--- src/sv/four_level_page_table_walker_unit_defines.svh ---
// Assertion macros for the page table walker.
`ifndef FOUR_LEVEL_PAGE_TABLE_WALKER_UNIT_DEFINES_SVH
`define FOUR_LEVEL_PAGE_TABLE_WALKER_UNIT_DEFINES_SVH

`ifndef SYNTHESIS
`define PLTW_ASSERT(lbl, prop, msg) \
  lbl: assert property (@(posedge clk_i) disable iff (!rst_ni) prop) else $error(msg);
`define PLTW_ASSERT_NEXT(lbl, pre, post, msg) \
  `PLTW_ASSERT(lbl, (pre) |=> (post), msg)
`else
`define PLTW_ASSERT(lbl, prop, msg)
`define PLTW_ASSERT_NEXT(lbl, pre, post, msg)
`endif

`endif

--- src/sv/pltw_pkg.sv ---
// Types, codes and address helpers shared by the page table walker.
`default_nettype none

package pltw_pkg;

  localparam int unsigned WordW  = 64;
  localparam int unsigned VaW    = 48;
  localparam int unsigned BytesW = 31;
  localparam int unsigned IdxW   = 9;

  localparam logic ACT_START    = 1'b0;
  localparam logic ACT_RESPONSE = 1'b1;

  localparam logic [1:0] LVL_TOP  = 2'd0;
  localparam logic [1:0] LVL_1G   = 2'd1;
  localparam logic [1:0] LVL_2M   = 2'd2;
  localparam logic [1:0] LVL_LEAF = 2'd3;

  localparam int unsigned PresentBit = 0;
  localparam int unsigned LargeBit   = 7;

  localparam logic [BytesW-1:0] PAGE_1G_BYTES = 31'h4000_0000;
  localparam logic [BytesW-1:0] PAGE_2M_BYTES = 31'h0020_0000;
  localparam logic [BytesW-1:0] PAGE_4K_BYTES = 31'h0000_1000;

  typedef enum logic [1:0] {
    KIND_READ  = 2'd0,
    KIND_DONE  = 2'd1,
    KIND_FAULT = 2'd2,
    KIND_STRAY = 2'd3
  } kind_e;

  typedef enum logic [1:0] {
    SIZE_4K = 2'd0,
    SIZE_2M = 2'd1,
    SIZE_1G = 2'd2
  } page_size_e;

  typedef struct packed {
    logic             action;
    logic [WordW-1:0] root_table_value;
    logic [VaW-1:0]   vaddr;
    logic [WordW-1:0] entry_word;
  } in_word_t;

  typedef struct packed {
    kind_e             result_kind;
    logic [WordW-1:0]  read_address;
    logic [VaW-1:0]    paddr;
    logic [BytesW-1:0] bytes_left_in_page;
    logic [1:0]        page_size_code;
    logic [1:0]        fault_level;
  } out_word_t;

  typedef struct packed {
    logic valid;
    logic advance;
  } stage_ctrl_t;

  function automatic logic [IdxW-1:0] index_at(input logic [1:0] level,
                                               input logic [VaW-1:0] va);
    logic [IdxW-1:0] idx;
    unique case (level)
      LVL_TOP:  idx = va[47:39];
      LVL_1G:   idx = va[38:30];
      LVL_2M:   idx = va[29:21];
      default:  idx = va[20:12];
    endcase
    return idx;
  endfunction

  function automatic logic [WordW-1:0] entry_addr(input logic [WordW-1:0] table_word,
                                                  input logic [1:0] level,
                                                  input logic [VaW-1:0] va);
    return {16'b0, table_word[47:12], index_at(level, va), 3'b000};
  endfunction

endpackage

`default_nettype wire

--- src/sv/four_level_page_table_walker_unit.sv ---
// Top level of the four-level page table walker.
// An accepted word is held in the input register, and its result is written to the
// result register when the word advances; the result is taken from there.
// Throughput: one word per cycle while the result register is not stalled, set by
// the single result pass between the input register and the result register.
// Reset clears both valid flags, the walk state and the read offset.
`default_nettype none
`include "four_level_page_table_walker_unit_defines.svh"

module four_level_page_table_walker_unit (
  input  logic        clk_i,
  input  logic        rst_ni,
  input  logic        cfg_write_enable_i,
  input  logic [63:0] cfg_write_data_i,
  input  logic        in_valid_i,
  output logic        in_stall_o,
  input  logic        action_i,
  input  logic [63:0] root_table_value_i,
  input  logic [47:0] vaddr_i,
  input  logic [63:0] entry_word_i,
  output logic        out_valid_o,
  input  logic        out_stall_i,
  output logic [1:0]  result_kind_o,
  output logic [63:0] read_address_o,
  output logic [47:0] paddr_o,
  output logic [30:0] bytes_left_in_page_o,
  output logic [1:0]  page_size_code_o,
  output logic [1:0]  fault_level_o
);
  import pltw_pkg::*;

  in_word_t    in_word;
  in_word_t    stage_word;
  stage_ctrl_t ctrl;
  out_word_t   core_result;
  out_word_t   out_result;

  assign in_word.action           = action_i;
  assign in_word.root_table_value = root_table_value_i;
  assign in_word.vaddr            = vaddr_i;
  assign in_word.entry_word       = entry_word_i;

  pltw_in_reg u_in_reg (
    .clk_i       (clk_i),
    .rst_ni      (rst_ni),
    .in_valid_i  (in_valid_i),
    .in_stall_o  (in_stall_o),
    .in_word_i   (in_word),
    .out_valid_i (out_valid_o),
    .out_stall_i (out_stall_i),
    .word_o      (stage_word),
    .ctrl_o      (ctrl)
  );

  pltw_core u_core (
    .clk_i              (clk_i),
    .rst_ni             (rst_ni),
    .cfg_write_enable_i (cfg_write_enable_i),
    .cfg_write_data_i   (cfg_write_data_i),
    .word_i             (stage_word),
    .ctrl_i             (ctrl),
    .result_o           (core_result)
  );

  pltw_out_reg u_out_reg (
    .clk_i       (clk_i),
    .rst_ni      (rst_ni),
    .ctrl_i      (ctrl),
    .result_i    (core_result),
    .out_stall_i (out_stall_i),
    .out_valid_o (out_valid_o),
    .result_o    (out_result)
  );

  assign result_kind_o        = out_result.result_kind;
  assign read_address_o       = out_result.read_address;
  assign paddr_o              = out_result.paddr;
  assign bytes_left_in_page_o = out_result.bytes_left_in_page;
  assign page_size_code_o     = out_result.page_size_code;
  assign fault_level_o        = out_result.fault_level;

  `PLTW_ASSERT_NEXT(a_advance_fills_out, ctrl.advance, out_valid_o,
                    "advanced word not in result register")
  `PLTW_ASSERT(a_stall_needs_full,
               in_stall_o |-> (ctrl.valid && out_valid_o && out_stall_i),
               "input stalled without a blocked result")
  `PLTW_ASSERT(a_fault_level_only_on_fault,
               (out_valid_o && result_kind_o != KIND_FAULT) |-> (fault_level_o == 2'd0),
               "fault level set outside a fault")
  `PLTW_ASSERT(a_done_fields,
               (out_valid_o && result_kind_o == KIND_DONE) |->
               (bytes_left_in_page_o != 31'd0 && page_size_code_o != 2'd3 &&
                read_address_o == 64'd0),
               "bad translation result")

endmodule

`default_nettype wire

--- src/sv/pltw_in_reg.sv ---
// Input register and stall control of the page table walker.
`default_nettype none

module pltw_in_reg (
  input  logic                clk_i,
  input  logic                rst_ni,
  input  logic                in_valid_i,
  output logic                in_stall_o,
  input  pltw_pkg::in_word_t  in_word_i,
  input  logic                out_valid_i,
  input  logic                out_stall_i,
  output pltw_pkg::in_word_t  word_o,
  output pltw_pkg::stage_ctrl_t ctrl_o
);
  import pltw_pkg::*;

  logic     valid_q;
  in_word_t word_q;
  logic     advance;

  assign advance    = valid_q & (~out_valid_i | ~out_stall_i);
  assign in_stall_o = valid_q & ~advance;

  always_ff @(posedge clk_i or negedge rst_ni) begin
    if (!rst_ni) begin
      valid_q <= 1'b0;
    end else if (!in_stall_o) begin
      valid_q <= in_valid_i;
    end
  end

  always_ff @(posedge clk_i) begin
    if (in_valid_i && !in_stall_o) begin
      word_q <= in_word_i;
    end
  end

  assign word_o         = word_q;
  assign ctrl_o.valid   = valid_q;
  assign ctrl_o.advance = advance;

endmodule

`default_nettype wire

--- src/sv/pltw_core.sv ---
// Walk state, offset register and per-word result logic.
`default_nettype none

module pltw_core (
  input  logic                  clk_i,
  input  logic                  rst_ni,
  input  logic                  cfg_write_enable_i,
  input  logic [63:0]           cfg_write_data_i,
  input  pltw_pkg::in_word_t    word_i,
  input  pltw_pkg::stage_ctrl_t ctrl_i,
  output pltw_pkg::out_word_t   result_o
);
  import pltw_pkg::*;

  logic [WordW-1:0] offset_q;
  logic             busy_q, busy_d;
  logic [1:0]       level_q, level_d;
  logic [VaW-1:0]   va_q, va_d;
  out_word_t        res;

  always_comb begin
    res     = '0;
    busy_d  = busy_q;
    level_d = level_q;
    va_d    = va_q;
    if (word_i.action == ACT_START) begin
      va_d             = word_i.vaddr;
      busy_d           = 1'b1;
      level_d          = LVL_TOP;
      res.result_kind  = KIND_READ;
      res.read_address = entry_addr(word_i.root_table_value, LVL_TOP,
                                    word_i.vaddr) + offset_q;
    end else if (!busy_q) begin
      res.result_kind = KIND_STRAY;
    end else if (!word_i.entry_word[PresentBit]) begin
      res.result_kind = KIND_FAULT;
      res.fault_level = level_q;
      busy_d          = 1'b0;
      level_d         = LVL_TOP;
    end else if (level_q == LVL_1G && word_i.entry_word[LargeBit]) begin
      res.result_kind        = KIND_DONE;
      res.paddr              = {word_i.entry_word[47:30], va_q[29:0]};
      res.bytes_left_in_page = PAGE_1G_BYTES - {1'b0, va_q[29:0]};
      res.page_size_code     = SIZE_1G;
      busy_d                 = 1'b0;
      level_d                = LVL_TOP;
    end else if (level_q == LVL_2M && word_i.entry_word[LargeBit]) begin
      res.result_kind        = KIND_DONE;
      res.paddr              = {word_i.entry_word[47:21], va_q[20:0]};
      res.bytes_left_in_page = PAGE_2M_BYTES - {10'b0, va_q[20:0]};
      res.page_size_code     = SIZE_2M;
      busy_d                 = 1'b0;
      level_d                = LVL_TOP;
    end else if (level_q == LVL_LEAF) begin
      res.result_kind        = KIND_DONE;
      res.paddr              = {word_i.entry_word[47:12], va_q[11:0]};
      res.bytes_left_in_page = PAGE_4K_BYTES - {19'b0, va_q[11:0]};
      res.page_size_code     = SIZE_4K;
      busy_d                 = 1'b0;
      level_d                = LVL_TOP;
    end else begin
      level_d          = level_q + 2'd1;
      res.result_kind  = KIND_READ;
      res.read_address = entry_addr(word_i.entry_word, level_d, va_q) + offset_q;
    end
  end

  always_ff @(posedge clk_i or negedge rst_ni) begin
    if (!rst_ni) begin
      offset_q <= '0;
      busy_q   <= 1'b0;
      level_q  <= LVL_TOP;
      va_q     <= '0;
    end else begin
      if (cfg_write_enable_i) begin
        offset_q <= cfg_write_data_i;
      end
      if (ctrl_i.advance) begin
        busy_q  <= busy_d;
        level_q <= level_d;
        va_q    <= va_d;
      end
    end
  end

  assign result_o = res;

endmodule

`default_nettype wire

--- src/sv/pltw_out_reg.sv ---
// Result register of the page table walker.
`default_nettype none

module pltw_out_reg (
  input  logic                  clk_i,
  input  logic                  rst_ni,
  input  pltw_pkg::stage_ctrl_t ctrl_i,
  input  pltw_pkg::out_word_t   result_i,
  input  logic                  out_stall_i,
  output logic                  out_valid_o,
  output pltw_pkg::out_word_t   result_o
);
  import pltw_pkg::*;

  logic      valid_q;
  out_word_t result_q;

  always_ff @(posedge clk_i or negedge rst_ni) begin
    if (!rst_ni) begin
      valid_q <= 1'b0;
    end else if (ctrl_i.advance) begin
      valid_q <= 1'b1;
    end else if (!out_stall_i) begin
      valid_q <= 1'b0;
    end
  end

  always_ff @(posedge clk_i) begin
    if (ctrl_i.advance) begin
      result_q <= result_i;
    end
  end

  assign out_valid_o = valid_q;
  assign result_o    = result_q;

endmodule

`default_nettype wire
--- config.mk ---
export PLATFORM = sky130hd
export DESIGN_NAME = four_level_page_table_walker_unit
export DESIGN_NICKNAME = d
export VERILOG_FILES = /design/src/sv/pltw_pkg.sv /design/src/sv/four_level_page_table_walker_unit.sv /design/src/sv/pltw_in_reg.sv /design/src/sv/pltw_core.sv /design/src/sv/pltw_out_reg.sv
export VERILOG_INCLUDE_DIRS = /design/src /design/src/sv
export SDC_FILE = /design/constraint.sdc
export NUM_CORES = 1
export LEC_CHECK = 0
export CORE_MARGIN = 3
export CORE_UTILIZATION = 65
export DETAILED_ROUTE_END_ITERATION = 6
export DONT_BUFFER_PORTS = 1
export PLACE_DENSITY_LB_ADDON = 0.2
export SKIP_CTS_REPAIR_TIMING = 1
export SLEW_MARGIN = 20
export SYNTH_ARGS = -nofsm -noshare
export SYNTH_HDL_FRONTEND = slang
export SYNTH_HIERARCHICAL = 1
export SYNTH_SLANG_ARGS = --single-unit
export TNS_END_PERCENT = 5
--- constraint.sdc ---
create_clock -name clk_i -period 13.3 [get_ports clk_i]
set_clock_uncertainty 0.2 [all_clocks]
set_input_delay 2.66 -clock clk_i [delete_from_list [all_inputs] [get_ports clk_i]]
set_output_delay 2.66 -clock clk_i [all_outputs]
set_load 0.02 [all_outputs]
* Word-level counts from Yosys, hierarchy flattened *
Cells that the tools add are included.
Widths: inputs -> output; s select.

storage, ports and cells
  register bits = 411
  bits of input ports = 246
  output and inout port bits = 151

operators by class
  $add $sub $neg = 6
  equal/unequal tests = 7
  muxes and demuxes = 37
  bitwise operators = 9
  reductions and logical operators = 10

operator list
  kind                    number
  $mux 64                 4
  $mux 81                 3
  $mux 147                1
  $mux 145                1
  $add 48x64->64          2
  $mux 9                  7
  $sub 31x30->31 const A  1
  $pmux 9 s3              1
  $sub 22x21->23 const A  1
  $mux 2                  11
  $sub 13x12->14 const A  1
  $mux 1                  9
  $eq 2x2->1 const B      3
  $not 1->1               6
  $eq 2x1->1 const B      2
  $ne 2x1->1 const B      2
  $reduce_and 2->1        2
  $reduce_or 4->1         1
  $logic_and 1x1->1       3
  $reduce_and 3->1        1
  $reduce_or 3->1         1
  $add 2x1->2 const B     1
  $and 1x1->1             2
  $logic_not 2->1         1
  2 further kinds         2

* Logic depth before layout (Yosys ltp) *
Gate-level depths: netlist of the first run.

  depth in word-level cells = 16
  gate-level depth with buffers = 16
  gate-level depth less buffers = 15

* Modules after synthesis *
The synthesis of the first run kept the hierarchy.

modules (own cells, without submodules)
  module        instances  cells each  area an instance (um^2)
  pltw_core     1          1,462       12,027.8
  pltw_in_reg   1          185         5,388.9
  pltw_out_reg  1          151         4,506.8

* Least setup slack after synthesis of the first run *
OpenSTA, ideal clock, no wires.

  kind = input-to-reg
  start = in out_stall_i
  end = reg u_in_reg.word_q, in the netlist u_in_reg/word_o[0], enable pin
  arrival time = 6.778 ns
  data required time = 12.542 ns
  setup slack = 5.764 ns
  cell stages on the path = 2
  path buffers = 0
  cell sequence = nand3_2 > and2_1

between the ends
  cells in the longest elaborated chain, start to end = 7

RTL lines
  element                 RTL line                                 RTL
  start: declaration      four_level_page_table_walker_unit.sv:22  input logic out_stall_i,
  $not 1->1               pltw_in_reg.sv:21                        assign advance = valid_q & (~out_valid_i | ~out_stall_i);
  $or 1x1->1              pltw_in_reg.sv:21
  $and 1x1->1             pltw_in_reg.sv:21
  $not 1->1               pltw_in_reg.sv:22                        assign in_stall_o = valid_q & ~advance;
  $and 1x1->1             pltw_in_reg.sv:22
  $logic_not 1->1         -
  $logic_and 1x1->1       pltw_in_reg.sv:33                        if (in_valid_i && !in_stall_o) begin
  end signal: assignment  pltw_in_reg.sv:34                        word_q <= in_word_i;
  end: declaration        pltw_in_reg.sv:18                        in_word_t word_q;

No other way between the ends.
A chain may end at the register's enable or synchronous reset.

* Final worst setup path of the first run *
  start = in out_stall_i
  end = out in_stall_o

between the ends
  cells in the longest elaborated chain, start to end = 5

RTL lines
  element           RTL line                                 RTL
  $not 1->1         pltw_in_reg.sv:21
  $or 1x1->1        pltw_in_reg.sv:21
  $and 1x1->1       pltw_in_reg.sv:21
  $not 1->1         pltw_in_reg.sv:22
  $and 1x1->1       pltw_in_reg.sv:22
  end: declaration  four_level_page_table_walker_unit.sv:16  output logic in_stall_o,

No other way between the ends.

==> flow_summary_export.csv, run 1 <==
group,metric,value,unit
place,routabilityCongestion,0.9620,
detailed_routing,viasPerCell,6.735,
timing,setup_viol,0,
setup_path,path_max_fanout,3,
timing,fmax,173.5,MHz
power,clock_power_share,30.0,%
global_route,grt.busiest_layer,"met2",
power,power_switching,1.123,mW
global_route,grt-ovfl-total,0,
cts,h-tree-depth,2,
timing,fin_crit,5763,ps
finish,fin_nets,2068,
floorplan,die_y,182.7,µm
power,p_int,2.391,mW
finish,final_area,21840,µm²
place,io_buffers,0,
power,ir_drop,0.1939,mV
synth,syn_area,20290,µm²
min_path,holdCritPathClass,"flip-flop to flip-flop",
floorplan,die_area,33380,µm²
floorplan,start_util,66.17,%
setup_path,setup.worst_path.start,"out_stall_i",
place,placed_area,20600,µm²
cts,clock_latency,540,ps
detailed_routing,via_count,14510,
global_route,grt_pass1_vias,13900,
setup_path,rrSetupSlack,8050,ps
floorplan,coreArea,30670,µm²
place,hpwlAfterDp,38330,µm
setup_path,cp-end-kind,"output port",
power,leakage,8.350,nW
synth,ys_warn_count,6,
detailed_routing,wl,53360,µm
setup_path,worst_ep_required_time,10440,ps
setup_path,crit_chain,"nand3_2 -> inv_1",
setup_path,cpMaxStageDelayCell,"inv_1",
timing,finalHoldViolations,0,
detailed_routing,ant_nets,0,
setup_path,path_buf_inv,1,
timing,rsz0062_at_grt,"no",
cts,cts_inserted_buffers,40,
cts,cts-root-buf,"clkbuf_16",
timing,fin_crit_sh,43.33,%
timing,tns,0,ps
setup_path,r2r_cells,15,
floorplan,ios,397,
setup_path,max_stage_delay,170,ps
global_route,met1_usage,43.64,%
run_status,status,"complete, but fails checks",
power,seqPwrFrac,47.7,%
timing,finalHoldWorstSlack,251.6,ps
power,powerDensity,160.9,nW/µm²
detailed_routing,post_drt_wl_per_cell,24.77,µm
setup_path,cp.depth,2,
power,pwr-share-comb,22.3,%
global_route,use_met3,6.857,%
global_route,grt_use_total,30.87,%
setup_path,crit_family,"buffers and inverters",
detailed_routing,drc,13,
global_route,use_met2,48.80,%
finish,post_layout_nonfiller_instances,2154,
detailed_routing,first_pass_iters,7,
finish,drive_above_1_share,11.76,%
setup_path,crit_arrival,2900,ps
cts,tritoncts,"yes",
cts,cts_max_path_buffers,3,
setup_path,reg2reg_from,"u_core/level_q[1]$_DFFE_PN0P_",
timing,tightest_slew,941.1,ps
setup_path,path_class,"input port to output port",
run_status,violations,"design-rule violations",
finish,area_growth,7.620,%
floorplan,rows,64,
power,swShare,31.96,%
setup_path,worst_r2r_endpoint,"u_out_reg/result_o[132]$_DFFE_PP_",
cts,numClockSinks,389,
place,dp_cells,2074,
floorplan,die_x,182.7,µm
global_route,grt_max_degree,156,
global_route,antenna_found_initial,7,
timing,slew_violations,0,
min_path,worstHoldStart,"u_in_reg/word_o[64]$_DFFE_PP_",
synth,postSynthAreaPerCell,11.64,µm²
global_route,grt_pass1_wl,80180,µm
synth,syn-instance-count,1743,
detailed_routing,first_iter_violations,1425,
run,max-cap-violations,0,
cts,cts.reportedPaths.clkPinSlew,60,ps
synth,synthesis.nets,2091,
setup_path,cp-endpoint,"in_stall_o",
setup_path,startpoint_type,"input port",
timing,relSlewSlack,37.26,%
-- area by class of cell --
cell class,instances,area (µm²)
diodes,7,17.52
clock buffers,51,1052
clock inverters,22,175.2
fillers,2146,8828
inverters,40,150.1
multi-input cells,1238,8760
flip-flops and latches,389,11100
well taps,396,495.5
repair buffers,11,95.09
-- flip-flops by register name, indices dropped and copies added, names as in the netlist --
register	count
u_in_reg/valid_q	1
u_core/level_q	2
u_core/offset_q	64
u_out_reg/out_valid_o	1
u_out_reg/result_o	149
u_core/busy_q	1
u_core/va_q	48
u_in_reg/word_o	123
-- worst min-delay path by stage --
stage | to | slack, ps | cells past startpoint
finish | u_core/va_q[0]$_DFFE_PN0P_ | 250 | 2
global route | u_core/va_q[19]$_DFFE_PN0P_ | 270 | 2
CTS | u_core/va_q[16]$_DFFE_PN0P_ | 250 | 2
detailed placement | u_core/va_q[12]$_DFFE_PN0P_ | 240 | 2
global placement | u_core/va_q[1]$_DFFE_PN0P_ | 240 | 2
floorplan | u_core/va_q[0]$_DFFE_PN0P_ | 230 | 2
-- cell usage in the layout, fill, tap and decap left out, drive strengths merged, types with 35 or more instances in the layout --
master,count
o21ai,88
nand2,160
mux2,99
xnor2,53
o22ai,36
clkbuf,51
nor2,90
and2,43
nand3,35
a21oi,129
a21o,43
ha,100
edfxtp,272
xor2,51
inv,41
dfrtp,117
-- metal layers --
metal,vias to the layer above,wire length [µm]
met3,103,5050
met5,-,27
met2,764,24940
met1,7099,21930
li1,6537,-
met4,4,1417
-- tightest hold or removal path: cells and delay by family (launching register included) --
family	cells	cell delay, ps
AOI/OAI and AO/OA	1	50
DFF	1	320
and+or+nand+nor	1	40
-- metrics by stage --
stage               util, %  power [mW]  setup WS, ps
finish                71.21       3.514          7537
global route          71.21       3.657          7514
CTS                   71.16       3.514          7532
detailed placement    67.15       2.456          7533
global placement      67.15       2.434          7535
floorplan                 -       2.237          7032
-- power by group through the flow --
stage	sequential (mW)	combinational, mW	clock [mW]
6_report	1.68	0.783	1.05
5_1_grt	1.69	0.853	1.12
4_1_cts	1.67	0.768	1.07
3_5_place_dp	1.70	0.761	0
3_3_place_gp	1.69	0.742	0
2_1_floorplan	1.64	0.601	0
Power figures use the tool's default switching activity.
==> inputs of run 2 (changes only) <==
ABC_AREA = 1   (was unset)
clock period = 5.9 ns   (was 13.3 ns; I/O delays follow)
==> run 2 against run 1 <==
- the flow still finishes with violations (design-rule violations)
- area after synthesis rose by 20%
- sequential share of layout area fell by 8.1 points
- via count rose by 56%
- die area rose by 19%
- count of clock-buffer cells in the layout rose by 3
- register-to-register slack got worse by 6400 ps
- hold slack got worse by 160 ps
- critical path type is now flip-flop to flip-flop
- largest power group unchanged
- highest routed layer unchanged
==> flow_summary_export.csv, run 2 <==
group,metric,value,unit
setup_path,cp-end-kind,"flip-flop",
timing,rsz0062_at_grt,"no",
cts,clock_latency,590,ps
finish,final_common_cell,"nand2_1",
min_path,holdCritPathClass,"input port to asynchronous set/reset pin",
setup_path,startpoint_type,"flip-flop",
floorplan,rows,70,
synth,syn_area,24290,µm²
run_status,status,"complete, but fails checks",
global_route,grt_max_degree,152,
timing,slew_violations,0,
setup_path,crit_chain,"inv_1 -> ha_1 -> a32oi_1 -> ha_1 -> fa_1 -> nand3_1 -> nand3_1 -> nand2_1 -> nand3_1 -> nand2_1 -> nand2_1 -> nand2_1 -> nand4_1 -> nand3_1 -> nand2_1",
finish,drive_above_1_share,7.668,%
finish,final_area,26000,µm²
timing,relSlewSlack,38.64,%
detailed_routing,first_pass_iters,7,
setup_path,path_max_fanout,18,
setup_path,worst_ep_required_time,5980,ps
detailed_routing,first_iter_violations,3515,
floorplan,start_util,66.19,%
timing,fin_crit,4293,ps
place,routabilityCongestion,1.097,
detailed_routing,post_drt_wl_per_cell,23.80,µm
synth,postSynthAreaPerCell,7.709,µm²
cts,cts.reportedPaths.clkPinSlew,60,ps
place,io_buffers,0,
power,powerDensity,328.8,nW/µm²
floorplan,die_area,39720,µm²
cts,cts_max_path_buffers,3,
detailed_routing,drc,5,
synth,synthesis.nets,3499,
global_route,grt_pass1_wl,127600,µm
timing,setup_viol,0,
floorplan,die_y,199.3,µm
timing,tightest_slew,920.3,ps
place,placed_area,24750,µm²
setup_path,crit_arrival,4370,ps
finish,post_layout_nonfiller_instances,3658,
timing,finalWorstSetupSlack,1607,ps
finish,largest_register_ffs,149,
run_status,violations,"design-rule violations",
cts,numClockSinks,389,
floorplan,coreArea,36700,µm²
synth,ys_warn_count,6,
timing,tns,0,ps
setup_path,cp_common_cell,"nand2_1",
setup_path,max_stage_delay,590,ps
timing,fmax,232.9,MHz
finish,fin_nets,3500,
timing,finalHoldViolations,0,
floorplan,ios,397,
timing,fin_crit_sh,72.77,%
detailed_routing,ant_nets,0,
cts,tritoncts,"yes",
synth,syn-instance-count,3151,
place,hpwlAfterDp,66230,µm
floorplan,die_x,199.3,µm
place,dp_cells,3580,
global_route,grt_pass1_vias,21670,
cts,h-tree-depth,2,
run,max-cap-violations,0,
cts,cts-root-buf,"clkbuf_16",
global_route,antenna_found_initial,8,
setup_path,rrSetupSlack,1610,ps
finish,final_cell_mix,"nand2_1 (1045), inv_1 (515), nor2_1 (299)",
cts,cts_inserted_buffers,38,
global_route,grt_use_total,43.53,%
detailed_routing,viasPerCell,6.182,
detailed_routing,wl,87060,µm
detailed_routing,via_count,22620,
global_route,grt-ovfl-total,0,
place,place_ws,1901,ps
finish,area_growth,7.057,%
setup_path,cpMaxStageDelayCell,"ha_1",
power,leakage,12.74,nW
power,ir_drop,0.3850,mV
setup_path,path_class,"flip-flop to flip-flop",
timing,finalHoldWorstSlack,93.27,ps
[run 2: worst paths after layout]
check / startpoint / to / cells after the start
setup / recovery: u_core/level_q[0]$_DFFE_PN0P_ / u_out_reg/result_o[134]$_DFFE_PP_ / 15
hold / removal: rst_ni / u_core/offset_q[56]$_DFFE_PN0P_ / 0
setup reg to reg: u_core/level_q[0]$_DFFE_PN0P_ / u_out_reg/result_o[134]$_DFFE_PP_ / 15
hold reg to reg: u_in_reg/word_o[98]$_DFFE_PP_ / u_core/va_q[34]$_DFFE_PN0P_ / 1
max in group asynchronous: rst_ni / u_core/va_q[27]$_DFFE_PN0P_ / 0
min in group clk_i: u_in_reg/word_o[98]$_DFFE_PP_ / u_core/va_q[34]$_DFFE_PN0P_ / 1
[run 2: final cells by class]
class / count / area (µm²)
Timing Repair Buffer: 7 / 65.06
Tap cell: 468 / 585.6
Inverter: 557 / 2093
Fill cell: 2741 / 10690
Sequential cell: 389 / 11100
Multi-Input combinational cell: 2159 / 10920
Clock inverter: 16 / 166.4
Clock buffer: 54 / 1061
Antenna cell: 8 / 20.02
[run 2: per-stage QoR]
step / util [%] / power [mW]
floorplan: - / 5.220
global placement: 67.45 / 5.929
detailed placement: 67.45 / 6.006
CTS: 70.79 / 8.427
global route: 70.84 / 8.881
finish: 70.86 / 8.549
[run 2: worst max-delay path: cells and delay by family, from the launching register on]
kind                       cells  cell delay, ps
adders and majority gates      3            1350
AOI/OAI and AO/OA              1             180
buffers and inverters          1             180
and+or+nand+nor               10            1610
DFF                            1             440
[run 2: metal layers]
layer	wire length, µm	track usage, %	up-vias
met1	32100	59.17	10400
li1	-	-	10050
met4	4593	19.42	2
met5	12	0	-
met3	13450	13.12	339
met2	36910	64.98	1819
[run 2: power by group]
part / switching [mW] / internal, mW / total [mW]
Clock: 1.10 / 1.32 / 2.42
Combinational: 1.70 / 0.682 / 2.38
Sequential: 0.446 / 3.31 / 3.75
Total: 3.24 / 5.31 / 8.55
